**src/rtl/core/sortk_pkg.sv**
```systemverilog
// Package for the sorted top-k record table.
// Holds sizes, the command codes and the transaction and cell structs.
// No dependencies.
package sortk_pkg;

    // Table depth and derived widths
    localparam int ENTRIES = 16;
    localparam int IDX_W   = (ENTRIES > 1) ? $clog2(ENTRIES) : 1;
    localparam int CNT_W   = $clog2(ENTRIES + 1);
    // Common width for position / count compares (ENTRIES is at most 64)
    localparam int CMP_W   = 8;

    typedef enum logic [1:0] {
        CMD_INSERT = 2'd0,
        CMD_CHECK  = 2'd1,
        CMD_READ   = 2'd2,
        CMD_CLEAR  = 2'd3
    } t_cmd;

    // One stored record
    typedef struct packed {
        logic signed [31:0] score;
        logic [15:0]        level;
        logic [23:0]        kills;
        logic [31:0]        time_bits;
        logic [4:0]         day;
        logic [3:0]         month;
        logic [11:0]        year;
    } t_record;

    // Input transaction
    typedef struct packed {
        t_cmd               cmd;
        logic signed [31:0] score;
        logic [15:0]        level;
        logic [23:0]        kills;
        logic [31:0]        time_bits;
        logic [4:0]         day;
        logic [3:0]         month;
        logic [11:0]        year;
        logic [3:0]         position;
    } t_in;

    // Result transaction
    typedef struct packed {
        logic               accepted;
        logic [3:0]         slot;
        logic [4:0]         entry_count;
        logic signed [31:0] top_score;
        logic signed [31:0] lowest_score;
        logic signed [31:0] entry_score;
        logic [15:0]        entry_level;
        logic [23:0]        entry_kills;
        logic [31:0]        entry_time_bits;
        logic [4:0]         entry_day;
        logic [3:0]         entry_month;
        logic [11:0]        entry_year;
    } t_out;

    // Control into one cell
    typedef struct packed {
        logic we;      // insert transaction this cycle
        logic valid;   // cell holds a live record
        logic q_left;  // left neighbour qualifies
    } t_cell_ctl;

    // Status out of one cell
    typedef struct packed {
        logic qual;    // new score goes at or before this cell
        logic load;    // cell takes the new record
    } t_cell_stat;

endpackage

```
**src/rtl/core/sortk_cell.sv**
```systemverilog
// One position of the sorted table: holds a record, compares the incoming
// score against it and either keeps, loads the new record or shifts from the left.
// Depends on sortk_pkg.
module sortk_cell (
    input  logic                   i_clk,
    input  sortk_pkg::t_cell_ctl   i_ctl,
    input  sortk_pkg::t_record     i_new,
    input  sortk_pkg::t_record     i_left,
    output sortk_pkg::t_record     o_rec,
    output sortk_pkg::t_cell_stat  o_stat
);
    import sortk_pkg::*;

    t_record r_rec;
    t_record n_rec;
    logic    qual;
    logic    load;
    logic    shift;

    // Empty cells always qualify; strict compare keeps ties after older ones
    assign qual  = !i_ctl.valid || (i_new.score > r_rec.score);
    assign load  = qual && !i_ctl.q_left;
    assign shift = i_ctl.q_left;

    always_comb begin
        n_rec = r_rec;
        if (i_ctl.we && shift) begin
            n_rec = i_left;
        end else if (i_ctl.we && load) begin
            n_rec = i_new;
        end
    end

    // Record storage, no reset: liveness comes from the count
    always_ff @(posedge i_clk) begin
        r_rec <= n_rec;
    end

    assign o_rec       = r_rec;
    assign o_stat.qual = qual;
    assign o_stat.load = load;

endmodule

```
**src/rtl/core/sorted_top_k_insert_unit.sv**
```systemverilog
// Sorted top-k record table built as a chain of compare/shift cells.
// Result strobe o_done is registered and rises in the cycle after the accepting edge.
// Throughput: one transaction per cycle; busy is never raised, every cell
// compares and shifts in the same cycle. The receiver cannot stall.
// Reset (synchronous, active low) empties the table and drops the strobe;
// record contents are not cleared. Depends on sortk_pkg and sortk_cell.
module sorted_top_k_insert_unit (
    input  logic             i_clk,
    input  logic             i_rst_n,
    input  logic             start,
    output logic             busy,
    input  sortk_pkg::t_in   i_item,
    output logic             o_done,
    output sortk_pkg::t_out  o_result
);
    import sortk_pkg::*;

    t_record    cell_rec  [ENTRIES];
    t_cell_stat cell_stat [ENTRIES];
    t_cell_ctl  cell_ctl  [ENTRIES];
    t_record    new_rec;

    logic [CNT_W-1:0] r_count;
    logic [CNT_W-1:0] n_count;
    logic             r_done;
    logic             r_accepted;
    logic             n_accepted;
    logic [3:0]       r_slot;
    logic [3:0]       n_slot;
    t_record          r_entry;
    t_record          n_entry;

    logic             go;
    logic             full;
    logic             found;
    logic [CMP_W-1:0] cnt_x;
    logic [CMP_W-1:0] pos_x;
    logic [CMP_W-1:0] slot_x;
    logic             rd_ok;
    t_record          rd_rec;

    assign busy = 1'b0;
    assign go   = start && !busy;

    assign new_rec.score     = i_item.score;
    assign new_rec.level     = i_item.level;
    assign new_rec.kills     = i_item.kills;
    assign new_rec.time_bits = i_item.time_bits;
    assign new_rec.day       = i_item.day;
    assign new_rec.month     = i_item.month;
    assign new_rec.year      = i_item.year;

    assign cnt_x = {{(CMP_W-CNT_W){1'b0}}, r_count};
    assign pos_x = {{(CMP_W-4){1'b0}}, i_item.position};
    assign full  = (cnt_x == CMP_W'(ENTRIES));

    // Cell chain
    for (genvar g = 0; g < ENTRIES; g++) begin : g_cell
        assign cell_ctl[g].we    = go && (i_item.cmd == CMD_INSERT);
        assign cell_ctl[g].valid = (CMP_W'(g) < cnt_x);
        if (g == 0) begin : g_head
            assign cell_ctl[g].q_left = 1'b0;
            sortk_cell u_cell (
                .i_clk  (i_clk),
                .i_ctl  (cell_ctl[g]),
                .i_new  (new_rec),
                .i_left (new_rec),
                .o_rec  (cell_rec[g]),
                .o_stat (cell_stat[g])
            );
        end else begin : g_body
            assign cell_ctl[g].q_left = cell_stat[g-1].qual;
            sortk_cell u_cell (
                .i_clk  (i_clk),
                .i_ctl  (cell_ctl[g]),
                .i_new  (new_rec),
                .i_left (cell_rec[g-1]),
                .o_rec  (cell_rec[g]),
                .o_stat (cell_stat[g])
            );
        end
    end

    // Qualify flags are monotone along the chain, so the tail says it all
    assign found = cell_stat[ENTRIES-1].qual;

    // Slot encode from the one-hot load flags
    always_comb begin
        slot_x = '0;
        for (int i = 0; i < ENTRIES; i++) begin
            if (cell_stat[i].load) begin
                slot_x = slot_x | CMP_W'(i);
            end
        end
    end

    // Read selection
    assign rd_ok = (pos_x < cnt_x) && (pos_x < CMP_W'(ENTRIES));
    always_comb begin
        rd_rec = '0;
        for (int i = 0; i < ENTRIES; i++) begin
            if (pos_x == CMP_W'(i)) begin
                rd_rec = cell_rec[i];
            end
        end
    end

    // Next count and result fields
    always_comb begin
        n_count    = r_count;
        n_accepted = 1'b0;
        n_slot     = '0;
        n_entry    = '0;
        case (i_item.cmd)
            CMD_INSERT: begin
                if (found) begin
                    n_accepted = 1'b1;
                    n_slot     = slot_x[3:0];
                    if (!full) begin
                        n_count = r_count + CNT_W'(1);
                    end
                end
            end
            CMD_CHECK: begin
                n_accepted = found;
            end
            CMD_READ: begin
                if (rd_ok) begin
                    n_accepted = 1'b1;
                    n_entry    = rd_rec;
                end
            end
            CMD_CLEAR: begin
                n_count = '0;
            end
            default: begin
                n_count = r_count;
            end
        endcase
    end

    // Control state
    always_ff @(posedge i_clk) begin
        if (!i_rst_n) begin
            r_count <= '0;
            r_done  <= 1'b0;
        end else begin
            r_done <= go;
            if (go) begin
                r_count <= n_count;
            end
        end
    end

    // Result payload
    always_ff @(posedge i_clk) begin
        if (go) begin
            r_accepted <= n_accepted;
            r_slot     <= n_slot;
            r_entry    <= n_entry;
        end
    end

    // Table summary comes straight from the live state
    assign o_done                   = r_done;
    assign o_result.accepted        = r_accepted;
    assign o_result.slot            = r_slot;
    assign o_result.entry_count     = cnt_x[4:0];
    assign o_result.top_score       = (r_count == '0) ? 32'sd0 : cell_rec[0].score;
    assign o_result.lowest_score    = full ? cell_rec[ENTRIES-1].score : -32'sd1;
    assign o_result.entry_score     = r_entry.score;
    assign o_result.entry_level     = r_entry.level;
    assign o_result.entry_kills     = r_entry.kills;
    assign o_result.entry_time_bits = r_entry.time_bits;
    assign o_result.entry_day       = r_entry.day;
    assign o_result.entry_month     = r_entry.month;
    assign o_result.entry_year      = r_entry.year;

endmodule

```
**config.mk**
```make
export PLATFORM = sky130hd
export DESIGN_NAME = sorted_top_k_insert_unit
export DESIGN_NICKNAME = d
export VERILOG_FILES = /design/src/rtl/core/sortk_pkg.sv /design/src/rtl/core/sortk_cell.sv /design/src/rtl/core/sorted_top_k_insert_unit.sv
export SDC_FILE = /design/constraint.sdc
export NUM_CORES = 2
export LEC_CHECK = 0
export ABC_AREA = 1
export ABC_CLOCK_PERIOD_IN_PS = 15380
export BUFFER_PORTS_ARGS = -buffer_cell sky130_fd_sc_hd__buf_2
export CORE_MARGIN = 5
export CORE_UTILIZATION = 50
export DETAILED_ROUTE_END_ITERATION = 12
export PLACE_DENSITY_LB_ADDON = 0.15
export SLEW_MARGIN = 10
export SYNTH_ARGS = -nofsm -noshare
export SYNTH_HDL_FRONTEND = slang
export SYNTH_SLANG_ARGS = --single-unit
```
**constraint.sdc**
```tcl
create_clock -name i_clk -period 15.38 [get_ports i_clk]
set_input_delay 1.538 -clock i_clk [delete_from_list [all_inputs] [get_ports i_clk]]
set_output_delay 1.538 -clock i_clk [all_outputs]
set_load 0.005 [all_outputs]
```
; ---- Yosys cells after proc, flatten, opt, wreduce, memory -nomap -nowiden
; Index checks and enable logic that the tools add are counted.
[totals]
regBits = 2136
word_cells = 364
[classes]
add_sub_neg = 1
n_lt_le_gt_ge = 34
n_eq_ne = 21
n_mux = 69
n_reduce_logical = 116
[ops]
columns = op, count
row1 = $mux 125, 46
row2 = $gt 32x32->1, 16
row3 = $mux 32, 2
row4 = $logic_and 1x1->1, 47
row5 = $lt 4x5->1 const A, 8
row6 = $eq 4x4->1 const B, 8
row7 = $mux 4, 8
row8 = $reduce_bool 2->1, 16
row9 = $logic_not 1->1, 31
row10 = $lt 3x5->1 const A, 4
row11 = $eq 4x3->1 const B, 4
row12 = $logic_or 1x1->1, 16
row13 = $mux 3, 4
row14 = $lt 1x5->1 const A, 2
row15 = $lt 2x5->1 const A, 2
row16 = $mux 5, 2
row17 = $pmux 5 s2, 1
row18 = $eq 4x2->1 const B, 2
row19 = $logic_not 8->1, 1
row20 = $add 5x1->5 const B, 1
row21 = $eq 5x5->1 const B, 1
row22 = $logic_not 5->1, 1
row23 = $lt 4x5->1, 1
row24 = $lt 4x5->1 const B, 1
row25 = other kinds (11), 16

; ---- Longest topological paths before layout
[depth]
word_depth = 20
ltp_mapped = 24
ltp_nobuf = 22

; ---- Hierarchy
; From an unflattened synthesis, not the netlist that was laid out.
[unflattened]
cells_unflattened = 11223
area_unflattened_um2 = 121098.6
[by_module_without_submodules]
columns = module, instances, cells_each, area_each_um2, seq_area_each_um2
row1 = sortk_cell at g_cell[10].g_body.u_cell ..., 15, 433, 6221.0, 3753.6
row2 = sorted_top_k_insert_unit, 1, 4312, 21610.7, 4023.9
row3 = sortk_cell at g_cell[0].g_head.u_cell, 1, 416, 6173.4, 3753.6

; ---- Worst setup path after synthesis
; No wires, ideal clock.
[synth_timing]
kind = input -> register
from = input i_item[97] (netlist bit)
to = register g_cell[8].g_body.u_cell.r_rec, in the netlist g_cell[8].g_body.u_cell.o_rec[0] (enable)
arrival_time_ns = 6.674
slack_ns = 8.217
path_stages = 21
n_path_buf = 4
path_cell_list = clkbuf_1 > clkinv_1 > ha_1 > inv_1 > a21oi_1 > o21ai_0 > nand2_1 > nand3_1 > nand2_1 > nand2_1 > nand2_1 > nand2_1 > nand2_1 > nand2_1 > nand2_1 > nand2_2 > nand2_1 > buf_2 > buf_4 > buf_2 > nand2_1
[synth_via]
elab_chain_cells = 6
word_cells_on_any_way = 9
[synth_rtl]
columns = item, line_no
row1 = from (decl), sorted_top_k_insert_unit.sv:12  ; input sortk_pkg::t_in i_item,
row2 = $gt 32x32->1, sortk_cell.sv:21  ; assign qual = !i_ctl.valid || (i_new.score > r_rec.score);
row3 = $logic_or 1x1->1, sortk_cell.sv:21
row4 = $logic_not 1->1, sortk_cell.sv:22  ; assign load = qual && !i_ctl.q_left;
row5 = $logic_and 1x1->1, sortk_cell.sv:22
row6 = $logic_and 1x1->1, sortk_cell.sv:29  ; end else if (i_ctl.we && load) begin
row7 = $reduce_bool 2->1 (no line) *, --
row8 = to (signal assigned), sortk_cell.sv:36  ; r_rec <= n_rec;
row9 = to (decl), sortk_cell.sv:14  ; t_record r_rec;
; Mark *: on every way between the ends. The rest lies on a longest branch, timed or not.
; A chain may end at the register's enable or synchronous reset.

; ---- Worst setup path after layout
[layout_timing]
from = input i_item[112] (netlist bit)
to = register g_cell[6].g_body.u_cell.r_rec, in the netlist g_cell[6].g_body.u_cell.o_rec[34] (enable)
[layout_via]
elab_chain_cells = 6
word_cells_on_any_way = 9
[layout_rtl]
columns = item, line_no
row1 = $gt 32x32->1, sortk_cell.sv:21
row2 = $logic_or 1x1->1, sortk_cell.sv:21
row3 = $logic_not 1->1, sortk_cell.sv:22
row4 = $logic_and 1x1->1, sortk_cell.sv:22
row5 = $logic_and 1x1->1, sortk_cell.sv:29
row6 = $reduce_bool 2->1 (no line) *, --
row7 = to (signal assigned), sortk_cell.sv:36
row8 = to (decl), sortk_cell.sv:14
; Marks and branches as above.

==> results_dict.tcl <==
set metrics [dict create \
    status "finished, final reports clean" \
    crit_slowest_cell "buf_4" \
    vias 85600 \
    fp.coreArea_um2 230000 \
    avgRoutedWirePerCell_um 23.5 \
    grt_pass1_wl_mm 523 \
    vias_per_cell 5.71 \
    ant_nets 0 \
    yosysWarnings 0 \
    hold_buffers 0 \
    synth.avg_cell_area_um2 9.79 \
    synth-seq-cells 2136 \
    ys_seq_area_frac 0.554 \
    drt-total-wl_mm 353 \
    hold_path_class "reg2reg" \
    postPlaceCellArea_um2 119000 \
    synth_nets 12500 \
    grt_max_degree 132 \
    gp_congestion 0.909 \
    finClkSkew_ns 0.0602 \
    cpPeakStageDelay_ns 0.76 \
    stdcell_area_um2 126000 \
    grt_overflow_total 0 \
    post-route-period-util 0.394 \
    yosys.area_share.simple 0.156 \
    nets 12400 \
    crit_required_ns 15.88 \
    p_leak_nw 52.6 \
    post_cts_resized 0 \
    clock_path_buffers 3 \
    fin_cells 15000 \
    synth_top_area_frac 0.553 \
    antenna_found_initial 9 \
    synthCells 11800 \
    power_density_nw_per_um2 112 \
    worst_pin_slew_ns 1.18 \
    first_global_vias 78200 \
    layout-drive-gt1-share 0.135 \
    worstSetupPathType "in2reg" \
    ioPinCount 335 \
    cts_made_buffers 231 \
    hold_slack_ns 0.528 \
    final_cell_mix "nand2_1, edfxtp_1, inv_1, o21ai_0, mux2_2" \
    final_common_cell "nand2_1" \
    setup_violations 0 \
    n_fill_cell 20200 \
    clockRootBuffer "clkbuf_16" \
    initial_core_util 0.502 \
    muxShareOfSynthArea 0.0761 \
    synth-xor-area-share 0.000152 \
    fin_setup_tns_ns 0 \
    path_buf_inv 5 \
    synth_compound_area_frac 0.0892 \
    syn2layout_area_growth_pct 9.45 \
    synthDistinctLibCells 53 \
    htree_levels 4 \
    cts_tree "yes" \
    die_w_um 491 \
    rows 176 \
    max_slew_margin 0.213 \
    crit_arrival_ns 6.56 \
    netlist_area_um2 116000 \
    synth_fa_ha_area_frac 0.0560 \
    cp_max_fo 115 \
    drv_slew 0 \
    synth-edff-count 2130 \
    grt_setup_unrepaired "false" \
    synth_area_leader_cell "edfxtp_1" \
    fin_crit_ns 6.06 \
    drc_errors 0 \
    synthTopCellsByArea "edfxtp_1, nand2_1, mux2_2, ha_1, o21ai_0" \
    synth_ff_type "edfxtp_1" \
    cts_setup_buffers 0 \
    seq_area_um2 64100 \
    synth_top_family_by_area "simple AND/OR/NAND/NOR gates" \
    max_freq_ghz 0.165 \
    maxCapViolations 0 \
    drtIter0Drc 11900 \
    place_inst 14600 \
    finalHoldViolCount 0 \
    clk_pin_slew_ns 0.06 \
    hpwl_mm 252 \
    firstDrtPassIters 6 \
    clk_latency_ns 0.89 \
    dieArea_um2 241000 \
    die_y_um 491 \
    worstSetupStartpointType "input port" \
    synthArstFlopShare 0 \
    multiInputGateArea_um2 44000 \
    clkSinkCount 2136 \
    endpoint_kind "flop" \
    track_usage 0.284 \
    ir_drop_mv 0.120 \
    path_delay_family "buffers and inverters" \
    crit_chain "buf_2 > buf_4 > ha_1 > a21o_1 > nor2_1 > nand2_1 > a21oi_1 > nand3_1 > nand2_1 > nand2_1 > a21boi_1 > inv_1 > nand2_8 > buf_4 > nand2_4 > buf_4" \
    io_buffers 333 \
]
==> sequential cells by signal (all words and copies together) (netlist names) <==
name                        count
g_cell.g_body.u_cell.o_rec   1875
g_cell.g_head.u_cell.o_rec    125
o_result                      125
r_count                         5
r_slot                          4
o_done                          1
r_accepted                      1
==> worst register-to-register path, stage by stage, from the launching register on <==
cell and delay [ns]:
edfxtp_1 0.39, inv_1 0.07, ha_1 0.35, nand2_1 0.09
nor2_1 0.14, nand2_1 0.14, nor4_2 0.22, nand2_1 0.13
nand2_1 0.08, nand2_1 0.05, nand2_1 0.05, nand2_1 0.10
nand2_4 0.09, nand2_4 0.43, buf_4 0.64, nand2_4 0.16
buf_4 0.80, buf_4 0.77
==> Yosys cell counts, types with 9 or more instances <==
cell,instances
nand2_1,3107
edfxtp_1,2130
inv_1,1245
o21ai_0,1155
mux2_2,769
nor2_1,692
a21oi_1,573
ha_1,517
clkbuf_1,430
nand4_1,318
nand3_1,230
buf_2,227
o22ai_1,70
o221ai_1,55
nor3_1,45
buf_4,40
o21ai_1,30
o21a_1,27
o2111ai_1,21
a21o_1,10
nor4_1,10
o21bai_1,10
buf_1,9
buf_6,9
==> cell type report <==
type,instances,share of cell area
Antenna cell,5,0.0000989
Clock buffer,285,0.0478
Clock inverter,139,0.0105
Inverter,1251,0.0373
Multi-Input combinational cell,7698,0.348
Sequential cell,2136,0.507
Tap cell,3026,0.0299
Timing Repair Buffer,446,0.0201
==> kinds of logic after synthesis <==
kind of cell,count (synthesis)
compound gates,1959
xor+xnor,2
fa+ha+maj,517
buf+inv,1967
flops,2136
mux,779
other cells,1
simple gates,4440
==> worst paths after layout <==
kind / from / slack (ns) / to / depth (start not counted)
setup reg to reg: g_cell[8].g_body.u_cell.o_rec[124]$_DFFE_PP_ / 10.29 / g_cell[9].g_body.u_cell.o_rec[13]$_DFFE_PP_ / 17
setup / recovery: i_item[112] / 9.32 / g_cell[6].g_body.u_cell.o_rec[34]$_DFFE_PP_ / 16
hold / removal: g_cell[14].g_body.u_cell.o_rec[43]$_DFFE_PP_ / 0.53 / g_cell[15].g_body.u_cell.o_rec[43]$_DFFE_PP_ / 2
hold reg to reg: g_cell[14].g_body.u_cell.o_rec[43]$_DFFE_PP_ / 0.53 / g_cell[15].g_body.u_cell.o_rec[43]$_DFFE_PP_ / 2
==> metrics by stage <==
step | utilization | setup slack, ns | power (mW)
2_1_floorplan | - | 8.22 | 8.08
3_3_place_gp | 0.518 | 8.47 | 8.68
3_5_place_dp | 0.518 | 8.52 | 8.73
4_1_cts | 0.550 | 9.48 | 14.2
5_1_grt | 0.550 | 9.01 | 14.7
6_report | 0.550 | 9.32 | 14.2
==> metal layers <==
metal	track usage	vias up	wire (µm)
li1	-	40400	-
met1	0.505	40300	178000
met2	0.336	4644	125000
met3	0.0689	302	45800
met4	0.0475	2	4620
met5	0	-	17
==> report_power, final <==
group | switching [mW] | internal (mW) | total (mW)
clock | 2.36 | 3.14 | 5.50
sequential | 0.137 | 6.83 | 6.96
combinational | 1.20 | 0.500 | 1.70
No activity file was read; power rests on OpenSTA's default activity.
